===== config.mk =====
export PLATFORM = sky130hd
export DESIGN_NAME = voice_track_allocator_with_stealing_top
export DESIGN_NICKNAME = d
export VERILOG_FILES = /design/src/vta_pkg.sv /design/src/vta_front.sv /design/src/vta_back.sv /design/src/voice_track_allocator_with_stealing_top.sv
export SDC_FILE = /design/constraint.sdc
export NUM_CORES = 2
export LEC_CHECK = 0
export BUFFER_PORTS_ARGS = -buffer_cell sky130_fd_sc_hd__buf_2
export CORE_UTILIZATION = 35
export DETAILED_ROUTE_END_ITERATION = 6
export RECOVER_POWER = 50
export SLEW_MARGIN = 40
export SYNTH_ARGS = -nofsm -noshare
export SYNTH_HDL_FRONTEND = slang
export SYNTH_SLANG_ARGS = --single-unit

===== constraint.sdc =====
create_clock -name clk -period 12.3 [get_ports clk]
set_input_delay 1.845 -clock clk [delete_from_list [all_inputs] [get_ports clk]]
set_output_delay 1.845 -clock clk [all_outputs]
set_load 0.05 [all_outputs]

===== src/vta_pkg.sv =====
`default_nettype none
package vta_pkg;

    localparam int TRACKS          = 64;
    localparam int VOICE_LIMIT_MAX = 32;
    localparam int PRIORITY_LEVELS = 4;

    localparam int IDX_BITS   = 6;
    localparam int CNT_BITS   = 7;
    localparam int SOUND_BITS = 8;
    localparam int PRIO_BITS  = 2;
    localparam int LIMIT_BITS = 6;
    localparam int OP_BITS    = 3;
    localparam int STAT_BITS  = 3;
    localparam int USE_BITS   = 2;

    localparam logic [OP_BITS-1:0] OP_PLAY_SAMPLE = 3'd0;
    localparam logic [OP_BITS-1:0] OP_PLAY_STREAM = 3'd1;
    localparam logic [OP_BITS-1:0] OP_RELEASE     = 3'd2;
    localparam logic [OP_BITS-1:0] OP_FINISHED    = 3'd3;
    localparam logic [OP_BITS-1:0] OP_STOP_SOUND  = 3'd4;

    localparam logic [STAT_BITS-1:0] ST_IDLE   = 3'd0;
    localparam logic [STAT_BITS-1:0] ST_STOLEN = 3'd1;
    localparam logic [STAT_BITS-1:0] ST_LIMIT  = 3'd2;
    localparam logic [STAT_BITS-1:0] ST_NONE   = 3'd3;
    localparam logic [STAT_BITS-1:0] ST_DONE   = 3'd4;

    localparam logic [USE_BITS-1:0] USE_NONE   = 2'd0;
    localparam logic [USE_BITS-1:0] USE_SAMPLE = 2'd1;
    localparam logic [USE_BITS-1:0] USE_STREAM = 2'd2;

    typedef struct packed {
        logic [OP_BITS-1:0]    op;
        logic [SOUND_BITS-1:0] sound;
        logic [PRIO_BITS-1:0]  prio;
        logic                  steal;
        logic [LIMIT_BITS-1:0] limit;
        logic [IDX_BITS-1:0]   target;
        logic                  scan;
    } cmd_t;

    typedef struct packed {
        logic [STAT_BITS-1:0]  status;
        logic [IDX_BITS-1:0]   granted;
        logic [SOUND_BITS-1:0] evicted;
        logic [CNT_BITS-1:0]   stopped;
    } res_t;

endpackage
`default_nettype wire


===== src/vta_front.sv =====
`default_nettype none
module vta_front (
    input  wire logic        clk,
    input  wire logic        rst_n,
    input  wire logic        push,
    output logic             full,
    input  wire logic [2:0]  op,
    input  wire logic [7:0]  sound_id,
    input  wire logic [1:0]  request_priority,
    input  wire logic        steal_allowed,
    input  wire logic [5:0]  voice_limit,
    input  wire logic [5:0]  target_track,
    output logic             cmd_valid,
    output vta_pkg::cmd_t    cmd,
    input  wire logic        cmd_take
);
    localparam logic [1:0] PRIO_MAX  = 2'(vta_pkg::PRIORITY_LEVELS - 1);
    localparam logic [5:0] LIMIT_MAX = 6'(vta_pkg::VOICE_LIMIT_MAX);

    vta_pkg::cmd_t q_reg [2];
    logic [1:0] count_reg, count_next;
    logic       rd_ptr_reg, wr_ptr_reg;
    vta_pkg::cmd_t in_cmd;
    logic       do_push, do_pop;

    // classify and clamp on the way in
    always_comb
    begin
        in_cmd.op     = op;
        in_cmd.sound  = sound_id;
        in_cmd.prio   = (32'(request_priority) >= vta_pkg::PRIORITY_LEVELS)
                        ? PRIO_MAX : request_priority;
        in_cmd.steal  = steal_allowed;
        in_cmd.limit  = (voice_limit == 6'd0) ? 6'd1 :
                        ((voice_limit > LIMIT_MAX) ? LIMIT_MAX : voice_limit);
        in_cmd.target = target_track;
        in_cmd.scan   = (op == vta_pkg::OP_PLAY_SAMPLE) || (op == vta_pkg::OP_PLAY_STREAM)
                        || (op == vta_pkg::OP_STOP_SOUND);
    end

    assign full      = count_reg[1];
    assign cmd_valid = count_reg != 2'd0;
    assign cmd       = q_reg[rd_ptr_reg];
    assign do_push   = push && !full;
    assign do_pop    = cmd_take && cmd_valid;

    always_comb
    begin
        count_next = count_reg;
        if (do_push && !do_pop)
            count_next = count_reg + 2'd1;
        else if (!do_push && do_pop)
            count_next = count_reg - 2'd1;
    end

    always_ff @(posedge clk or negedge rst_n)
    begin
        if (!rst_n)
        begin
            count_reg  <= 2'd0;
            rd_ptr_reg <= 1'b0;
            wr_ptr_reg <= 1'b0;
        end
        else
        begin
            count_reg <= count_next;
            if (do_push)
                wr_ptr_reg <= !wr_ptr_reg;
            if (do_pop)
                rd_ptr_reg <= !rd_ptr_reg;
        end
    end

    always_ff @(posedge clk)
    begin
        if (do_push)
            q_reg[wr_ptr_reg] <= in_cmd;
    end
endmodule
`default_nettype wire


===== src/vta_back.sv =====
`default_nettype none
module vta_back #(
    parameter int SEQ_BITS = 32
) (
    input  wire logic          clk,
    input  wire logic          rst_n,
    input  wire logic          cfg_we,
    input  wire logic [6:0]    cfg_wdata,
    input  wire logic          cmd_valid,
    input  wire vta_pkg::cmd_t cmd,
    output logic               cmd_take,
    output logic               res_valid,
    output vta_pkg::res_t      res,
    input  wire logic          res_pop
);
    localparam int TR = vta_pkg::TRACKS;
    localparam int IB = vta_pkg::IDX_BITS;
    localparam int CB = vta_pkg::CNT_BITS;
    localparam logic [CB-1:0] TR_CNT = CB'(TR);

    localparam logic [1:0] S_IDLE = 2'd0;
    localparam logic [1:0] S_SCAN = 2'd1;
    localparam logic [1:0] S_FIN  = 2'd2;

    logic [1:0] state_reg;
    logic [CB-1:0] track_count_reg;
    logic [SEQ_BITS-1:0] next_seq_reg;
    vta_pkg::cmd_t cmd_reg;

    logic [TR-1:0] playing_reg;
    logic [TR-1:0] valid_reg;
    logic [vta_pkg::SOUND_BITS-1:0] mem_sound [TR];
    logic [vta_pkg::PRIO_BITS-1:0]  mem_prio  [TR];
    logic [SEQ_BITS-1:0]            mem_seq   [TR];
    logic [vta_pkg::USE_BITS-1:0]   mem_use   [TR];

    logic [CB-1:0] addr_reg;
    logic          dv_reg;
    logic [IB-1:0] didx_reg;
    logic [vta_pkg::SOUND_BITS-1:0] rd_sound_reg;
    logic [vta_pkg::PRIO_BITS-1:0]  rd_prio_reg;
    logic [SEQ_BITS-1:0]            rd_seq_reg;
    logic [vta_pkg::USE_BITS-1:0]   rd_use_reg;

    logic [CB-1:0] count_reg;
    logic          idle_v_reg;
    logic [IB-1:0] idle_idx_reg;
    logic          cand_v_reg;
    logic [IB-1:0] cand_idx_reg;
    logic [vta_pkg::PRIO_BITS-1:0]  cand_prio_reg;
    logic [SEQ_BITS-1:0]            cand_seq_reg;
    logic [vta_pkg::SOUND_BITS-1:0] cand_sound_reg;

    logic res_valid_reg;
    vta_pkg::res_t res_reg;

    // entry seen this cycle; an entry never written reads as zero
    logic [vta_pkg::SOUND_BITS-1:0] e_sound;
    logic [vta_pkg::PRIO_BITS-1:0]  e_prio;
    logic [SEQ_BITS-1:0]            e_seq;
    logic [vta_pkg::USE_BITS-1:0]   e_use;
    logic e_play, e_en, e_steal_ok, take_cand, stop_hit;
    logic [CB-1:0] en_count;

    logic is_play, refused, grant, stolen, fin_go;
    logic [IB-1:0] grant_idx;
    vta_pkg::res_t fin_res;

    assign en_count = (track_count_reg > TR_CNT) ? TR_CNT : track_count_reg;

    always_comb
    begin
        e_sound = valid_reg[didx_reg] ? rd_sound_reg : '0;
        e_prio  = valid_reg[didx_reg] ? rd_prio_reg  : '0;
        e_seq   = valid_reg[didx_reg] ? rd_seq_reg   : '0;
        e_use   = valid_reg[didx_reg] ? rd_use_reg   : vta_pkg::USE_NONE;
        e_play  = playing_reg[didx_reg];
        e_en    = {1'b0, didx_reg} < en_count;
        e_steal_ok = e_en && e_play && cmd_reg.steal &&
                     !(cmd_reg.op == vta_pkg::OP_PLAY_STREAM && e_use == vta_pkg::USE_STREAM);
        take_cand = 1'b0;
        if (e_steal_ok)
        begin
            if (e_prio < cmd_reg.prio)
                take_cand = !cand_v_reg || (e_prio < cand_prio_reg) ||
                            (e_prio == cand_prio_reg && e_seq < cand_seq_reg);
            else if (e_prio == cmd_reg.prio && e_use != vta_pkg::USE_STREAM)
                take_cand = !cand_v_reg || (e_seq < cand_seq_reg);
        end
        stop_hit = (e_sound == cmd_reg.sound) && (e_use == vta_pkg::USE_SAMPLE);
    end

    always_comb
    begin
        is_play = (cmd_reg.op == vta_pkg::OP_PLAY_SAMPLE) ||
                  (cmd_reg.op == vta_pkg::OP_PLAY_STREAM);
        refused = (cmd_reg.op == vta_pkg::OP_PLAY_SAMPLE) &&
                  (count_reg >= {1'b0, cmd_reg.limit});
        stolen  = !idle_v_reg && cand_v_reg;
        grant   = is_play && !refused && (idle_v_reg || cand_v_reg);
        grant_idx = idle_v_reg ? idle_idx_reg : cand_idx_reg;
        fin_res.status  = vta_pkg::ST_DONE;
        fin_res.granted = '0;
        fin_res.evicted = '0;
        fin_res.stopped = '0;
        if (is_play)
        begin
            if (refused)
                fin_res.status = vta_pkg::ST_LIMIT;
            else if (!grant)
                fin_res.status = vta_pkg::ST_NONE;
            else
            begin
                fin_res.status  = stolen ? vta_pkg::ST_STOLEN : vta_pkg::ST_IDLE;
                fin_res.granted = grant_idx;
                fin_res.evicted = stolen ? cand_sound_reg : '0;
            end
        end
        else if (cmd_reg.op == vta_pkg::OP_STOP_SOUND)
            fin_res.stopped = count_reg;
        fin_go   = (state_reg == S_FIN) && (!res_valid_reg || res_pop);
        cmd_take = (state_reg == S_IDLE);
    end

    assign res_valid = res_valid_reg;
    assign res       = res_reg;

    always_ff @(posedge clk or negedge rst_n)
    begin
        if (!rst_n)
        begin
            state_reg       <= S_IDLE;
            track_count_reg <= TR_CNT;
            next_seq_reg    <= SEQ_BITS'(1);
            playing_reg     <= '0;
            valid_reg       <= '0;
            res_valid_reg   <= 1'b0;
            dv_reg          <= 1'b0;
            addr_reg        <= '0;
        end
        else
        begin
            if (cfg_we)
                track_count_reg <= cfg_wdata;
            if (res_pop && res_valid_reg && !fin_go)
                res_valid_reg <= 1'b0;
            case (state_reg)
                S_IDLE:
                begin
                    if (cmd_valid)
                    begin
                        addr_reg  <= '0;
                        dv_reg    <= 1'b0;
                        state_reg <= cmd.scan ? S_SCAN : S_FIN;
                    end
                end
                S_SCAN:
                begin
                    // advance one entry a cycle; the read data and its index are registered behind the address
                    if (addr_reg < TR_CNT)
                    begin
                        addr_reg <= addr_reg + CB'(1);
                        dv_reg   <= 1'b1;
                    end
                    else
                    begin
                        dv_reg <= 1'b0;
                        if (!dv_reg)
                            state_reg <= S_FIN;
                    end
                    if (dv_reg && cmd_reg.op == vta_pkg::OP_STOP_SOUND && stop_hit)
                        playing_reg[didx_reg] <= 1'b0;
                end
                S_FIN:
                begin
                    if (fin_go)
                    begin
                        res_valid_reg <= 1'b1;
                        state_reg     <= S_IDLE;
                        if (grant)
                        begin
                            playing_reg[grant_idx] <= 1'b1;
                            valid_reg[grant_idx]   <= 1'b1;
                            next_seq_reg           <= next_seq_reg + SEQ_BITS'(1);
                        end
                        if (cmd_reg.op == vta_pkg::OP_RELEASE)
                        begin
                            playing_reg[cmd_reg.target] <= 1'b0;
                            valid_reg[cmd_reg.target]   <= 1'b0;
                        end
                        if (cmd_reg.op == vta_pkg::OP_FINISHED)
                            playing_reg[cmd_reg.target] <= 1'b0;
                    end
                end
                default:
                    state_reg <= S_IDLE;
            endcase
        end
    end

    // payload: command hold, scan accumulators, table memory, result
    always_ff @(posedge clk)
    begin
        if (state_reg == S_IDLE)
        begin
            cmd_reg    <= cmd;
            count_reg  <= '0;
            idle_v_reg <= 1'b0;
            cand_v_reg <= 1'b0;
        end
        if (state_reg == S_SCAN)
        begin
            rd_sound_reg <= mem_sound[addr_reg[IB-1:0]];
            rd_prio_reg  <= mem_prio[addr_reg[IB-1:0]];
            rd_seq_reg   <= mem_seq[addr_reg[IB-1:0]];
            rd_use_reg   <= mem_use[addr_reg[IB-1:0]];
            didx_reg     <= addr_reg[IB-1:0];
            if (dv_reg)
            begin
                if (cmd_reg.op == vta_pkg::OP_STOP_SOUND)
                begin
                    if (stop_hit && e_play)
                        count_reg <= count_reg + CB'(1);
                end
                else
                begin
                    if (e_play && e_sound == cmd_reg.sound)
                        count_reg <= count_reg + CB'(1);
                    if (e_en && !e_play && !idle_v_reg)
                    begin
                        idle_v_reg   <= 1'b1;
                        idle_idx_reg <= didx_reg;
                    end
                    if (take_cand)
                    begin
                        cand_v_reg     <= 1'b1;
                        cand_idx_reg   <= didx_reg;
                        cand_prio_reg  <= e_prio;
                        cand_seq_reg   <= e_seq;
                        cand_sound_reg <= e_sound;
                    end
                end
            end
        end
        if (fin_go)
        begin
            res_reg <= fin_res;
            if (grant)
            begin
                mem_sound[grant_idx] <= cmd_reg.sound;
                mem_prio[grant_idx]  <= cmd_reg.prio;
                mem_seq[grant_idx]   <= next_seq_reg;
                mem_use[grant_idx]   <= (cmd_reg.op == vta_pkg::OP_PLAY_STREAM)
                                        ? vta_pkg::USE_STREAM : vta_pkg::USE_SAMPLE;
            end
        end
    end
endmodule
`default_nettype wire


===== src/voice_track_allocator_with_stealing_top.sv =====
// Channel   Handshake              Payload
// request   push / full            op, sound_id, request_priority, steal_allowed,
//                                  voice_limit, target_track
// result    empty / pop            status, granted_track, evicted_sound, stopped_tracks
// config    cfg_we                 cfg_wdata (track count)
//
// Play and stop-all requests walk the whole track table, one entry per cycle through
// the table memory read port.
// Release, finished and unused codes skip the scan and go straight to the result.
// Reset clears every track at once through per-track valid bits; no clearing pass.
// A two-entry request queue keeps taking transfers while the engine works, and the
// result register holds its transfer until popped; the engine stalls only on that.
`default_nettype none
module voice_track_allocator_with_stealing_top #(
    parameter int SEQ_BITS = 32
) (
    input  wire logic       clk,
    input  wire logic       rst_n,
    input  wire logic       push,
    output logic            full,
    input  wire logic [2:0] op,
    input  wire logic [7:0] sound_id,
    input  wire logic [1:0] request_priority,
    input  wire logic       steal_allowed,
    input  wire logic [5:0] voice_limit,
    input  wire logic [5:0] target_track,
    output logic            empty,
    input  wire logic       pop,
    output logic [2:0]      status,
    output logic [5:0]      granted_track,
    output logic [7:0]      evicted_sound,
    output logic [6:0]      stopped_tracks,
    input  wire logic       cfg_we,
    input  wire logic [6:0] cfg_wdata
);
    logic          cmd_valid, cmd_take, res_valid;
    vta_pkg::cmd_t cmd;
    vta_pkg::res_t res;

    // front: accept, clamp and classify requests into a short queue
    vta_front u_front (
        .clk              (clk),
        .rst_n            (rst_n),
        .push             (push),
        .full             (full),
        .op               (op),
        .sound_id         (sound_id),
        .request_priority (request_priority),
        .steal_allowed    (steal_allowed),
        .voice_limit      (voice_limit),
        .target_track     (target_track),
        .cmd_valid        (cmd_valid),
        .cmd              (cmd),
        .cmd_take         (cmd_take)
    );

    // back: scan the table, pick a track, update state, post the result
    vta_back #(
        .SEQ_BITS (SEQ_BITS)
    ) u_back (
        .clk       (clk),
        .rst_n     (rst_n),
        .cfg_we    (cfg_we),
        .cfg_wdata (cfg_wdata),
        .cmd_valid (cmd_valid),
        .cmd       (cmd),
        .cmd_take  (cmd_take),
        .res_valid (res_valid),
        .res       (res),
        .res_pop   (pop)
    );

    assign empty          = !res_valid;
    assign status         = res.status;
    assign granted_track  = res.granted;
    assign evicted_sound  = res.evicted;
    assign stopped_tracks = res.stopped;
endmodule
`default_nettype wire


==> impl_metrics.py <==
metrics = {
    "worst_hold_path": {
        "hold_depth": 1,
        "worstHoldPathType": "flop to flop",
    },
    "drt": {
        "drt_iter0_markers": 8363,
        "routedWlPerCell_um": 31.5,
        "vias_per_cell": 5.78,
        "drc": 2,
        "final_antenna_net_count": 0,
        "dr.pass1.iters": 7,
        "via_count": 67500,
        "wl_um": 368000,
    },
    "global_route": {
        "grt_pass1_vias": 66700,
        "antenna_found_initial": 13,
        "grt_max_degree": 119,
        "grt_overflow_total": 0,
        "grt_pass1_wl_um": 517000,
        "grt_util_all_layers": 0.199,
    },
    "cts": {
        "ctsLongestPathBuffers": 4,
        "path_clk_slew_ps": 60,
        "root_buffer": "clkbuf_16",
        "postCtsSetupRepairBufs": 0,
        "cts_max_level": 5,
        "cts_hold_buf": 0,
        "cts-buffers-inserted": 336,
        "clock_latency_ps": 930,
        "cts_sinks": 3215,
        "cts_resized": 0,
        "cts_tree": "yes",
    },
    "logic_synthesis": {
        "postSynthRegisterBits": 3215,
        "synthTopCellsByArea": "edfxtp_1 (72%), mux4_2 (11%), dfrtp_1 (3.6%), mux2i_1 (2.7%), o221ai_1 (1.1%)",
        "synth_ff_type": "edfxtp_1",
        "synth_cell_type_count": 74,
        "synthArstFlopShare": 0.0566,
        "synth_top_cell_area_share": 0.721,
        "yosysSeqAreaShare": 0.758,
        "avgSynthCellArea_um2": 19.8,
        "synth_nets": 6449,
        "synth_edf_count": 3024,
        "ys_warn_count": 0,
        "synth_cells": 6358,
        "synth_top_area_cell": "edfxtp_1",
        "synthesis.area_um2": 126000,
    },
    "sta": {
        "hold_slack_ps": 499,
        "report.final.setup_viol": 0,
        "rsz0062_at_grt": "false",
        "hold_viol_final": 0,
        "period_share": 0.744,
        "worst_pin_slew_ps": 6000,
        "drv_slew": 3546,
        "period_needed_ps": 9160,
        "fmax_mhz": 109,
        "worst_clock_skew_ps": 61.1,
        "slew_headroom": -3.00,
        "finalSetupTns_ps": 0,
    },
    "pwr": {
        "leakagePower_nw": 51.7,
        "power_mw": 21.9,
        "cellPowerDensity_nw_per_um2": 152,
        "ir_drop_mv": 0.109,
    },
    "layout": {
        "largest_register_ff_count": 2048,
        "area_delta_synth_final_pct": 14.9,
        "reg.largest.list": "u_back.mem_seq: 2048 flops, u_back.mem_sound: 512 flops",
        "postLayoutCoreUtil": 0.405,
        "largest-register": "u_back.mem_seq",
        "layout.cells.non_filler": 11700,
        "layout-drive-gt1-share": 0.221,
        "nets": 6757,
    },
    "worst_setup_path": {
        "cp_top_family": "buffers and inverters",
        "cp_slowest_cell": "clkbuf_1",
        "crit_chain": "clkbuf_1 -> nor2b_1 -> a32o_1 -> o31ai_1 -> o2111ai_2 -> nor2_4 -> buf_4 -> nor2b_1 -> ha_1 -> a21o_1 -> a21o_1 -> a21oi_1 -> nor2b_1 -> o21ai_0 -> a21oi_1 -> nor2_1 -> a31oi_1 -> nor2_4 -> buf_4",
        "endpoint_kind": "flop",
        "worstPathArrival_ps": 9690,
        "cp.buffers_inverters": 3,
        "cpMostUsedCell": "nor2b_1",
        "critical_path.max_stage_delay_ps": 2430,
        "required_ps": 12830,
        "path_class": "flop to flop",
        "crit_path_start_kind": "flop",
        "path_depth": 19,
        "reg2reg_depth": 19,
        "critPathMaxFanout": 52,
    },
    "outcome": {
        "outcome": "complete, but fails checks",
        "violations": "design-rule violations, max-capacitance violations, max-slew violations",
    },
    "floorplanning": {
        "fp.dieW_um": 602,
        "die_h_um": 602,
        "num_rows": 219,
        "initial_core_util": 0.353,
        "io_pins": 64,
        "core_um2": 357000,
        "dieArea_um2": 362000,
    },
    "placement": {
        "routabilityCongestion": 0.862,
        "io_buffers": 63,
        "dp.cells": 11100,
        "hpwl_um": 210000,
    },
    "flow_run": {
        "maxCapViolCount": 60,
    },
}
-- worst register-to-register path: cells and delay by family, from the launching register on --
family                     cells  cell delay (ps)
buffers and inverters          3             3420
and+or+nand+nor                6             2390
AOI/OAI and AO/OA              9             2310
adders and majority gates      1              340
DFF                            1              320
-- cells in the final DEF (no fill, tap or decap), types with 66 or more instances in the layout --
master,instances
o22ai_1,212
nand2_1,108
a21oi_1,245
buf_4,125
mux2i_1,334
clkbuf_16,341
inv_1,72
mux4_2,617
edfxtp_1,3024
clkinv_2,66
clkbuf_1,151
nor2_4,68
a31oi_1,88
o21ai_0,151
dfrtp_1,158
nor2b_1,66
o221ai_1,156
nor2_1,82
-- final timing paths --
check,from,to,slack [ps]
max,u_back.didx_reg[2]$_DFFE_PP_,u_back.cand_seq_reg[11]$_DFFE_PP_,3140
min,u_front.wr_ptr_reg$_DFFE_PN0P_,u_front.wr_ptr_reg$_DFFE_PN0P_,500
max reg2reg,u_back.didx_reg[2]$_DFFE_PP_,u_back.cand_seq_reg[11]$_DFFE_PP_,3140
min reg2reg,u_front.wr_ptr_reg$_DFFE_PN0P_,u_front.wr_ptr_reg$_DFFE_PN0P_,500
max in group asynchronous,rst_n,u_back.next_seq_reg[15]$_DFFE_PN0P_,4830
min in group asynchronous,rst_n,u_back.playing_reg[27]$_DFFE_PN0P_,2420
-- through the flow --
step	instance area, µm²	setup WS [ps]
2_1_floorplan	126000	6110
3_3_place_gp	133000	5600
3_5_place_dp	134000	5690
4_1_cts	145000	5680
5_1_grt	145000	2880
6_report	145000	3140
-- layer usage --
layer	share of wire	vias up	routed length (µm)	track usage
li1	-	27200	-	-
met1	0.40	36300	148000	0.272
met2	0.48	3404	176000	0.324
met3	0.084	629	31000	0.0350
met4	0.034	8	12700	0.0596
met5	0.00013	-	48	0
-- cell type report --
cell class,count,area (µm²)
sequential,3215,95600
inverter,78,298
multi-input combinational,2713,29300
clock inverter,190,1920
tap,4751,5940
timing repair buffer,322,2810
antenna,7,17.5
fill,31200,212000
clock buffer,416,8810
-- cells in the mapped netlist (14+ instances only) --
| master | n |
|---|---|
| a21boi_0 | 34 |
| dfrtp_1 | 180 |
| a31oi_1 | 88 |
| o21a_1 | 31 |
| buf_2 | 87 |
| xor2_1 | 14 |
| mux2i_1 | 334 |
| o21ai_0 | 154 |
| o221ai_1 | 156 |
| mux2_2 | 49 |
| nor2b_1 | 67 |
| a211oi_1 | 45 |
| a21o_1 | 16 |
| nand2b_1 | 30 |
| xnor2_1 | 28 |
| a2bb2oi_1 | 50 |
| edfxtp_1 | 3024 |
| ha_1 | 53 |
| a21oi_1 | 250 |
| inv_1 | 74 |
| nor2_1 | 163 |
| buf_1 | 56 |
| or3_1 | 14 |
| o22ai_1 | 212 |
| nand3_1 | 26 |
| nand2_1 | 109 |
| mux4_2 | 617 |
| and3_1 | 28 |
| clkbuf_1 | 195 |
-- where the power goes --
part           total [mW]  internal (mW)  switching, mW
combinational       0.111         0.0325         0.0788
sequential           11.9           11.8         0.0177
clock                9.97           5.68           4.29
-- cell families (layout without fill, tap and decap cells) --
group,count (synthesis),count (layout),synth area share
adders and majority gates,53,53,0.00526
DFF,3215,3215,0.758
AOI/OAI and AO/OA,1106,1106,0.0579
and+or+nand+nor,512,512,0.0200
buffers and inverters,430,1006,0.0143
xor gates and xnor gates,42,42,0.00292
muxes,1000,1000,0.141
other,0,7,0
(Power assumes the default switching activity.)
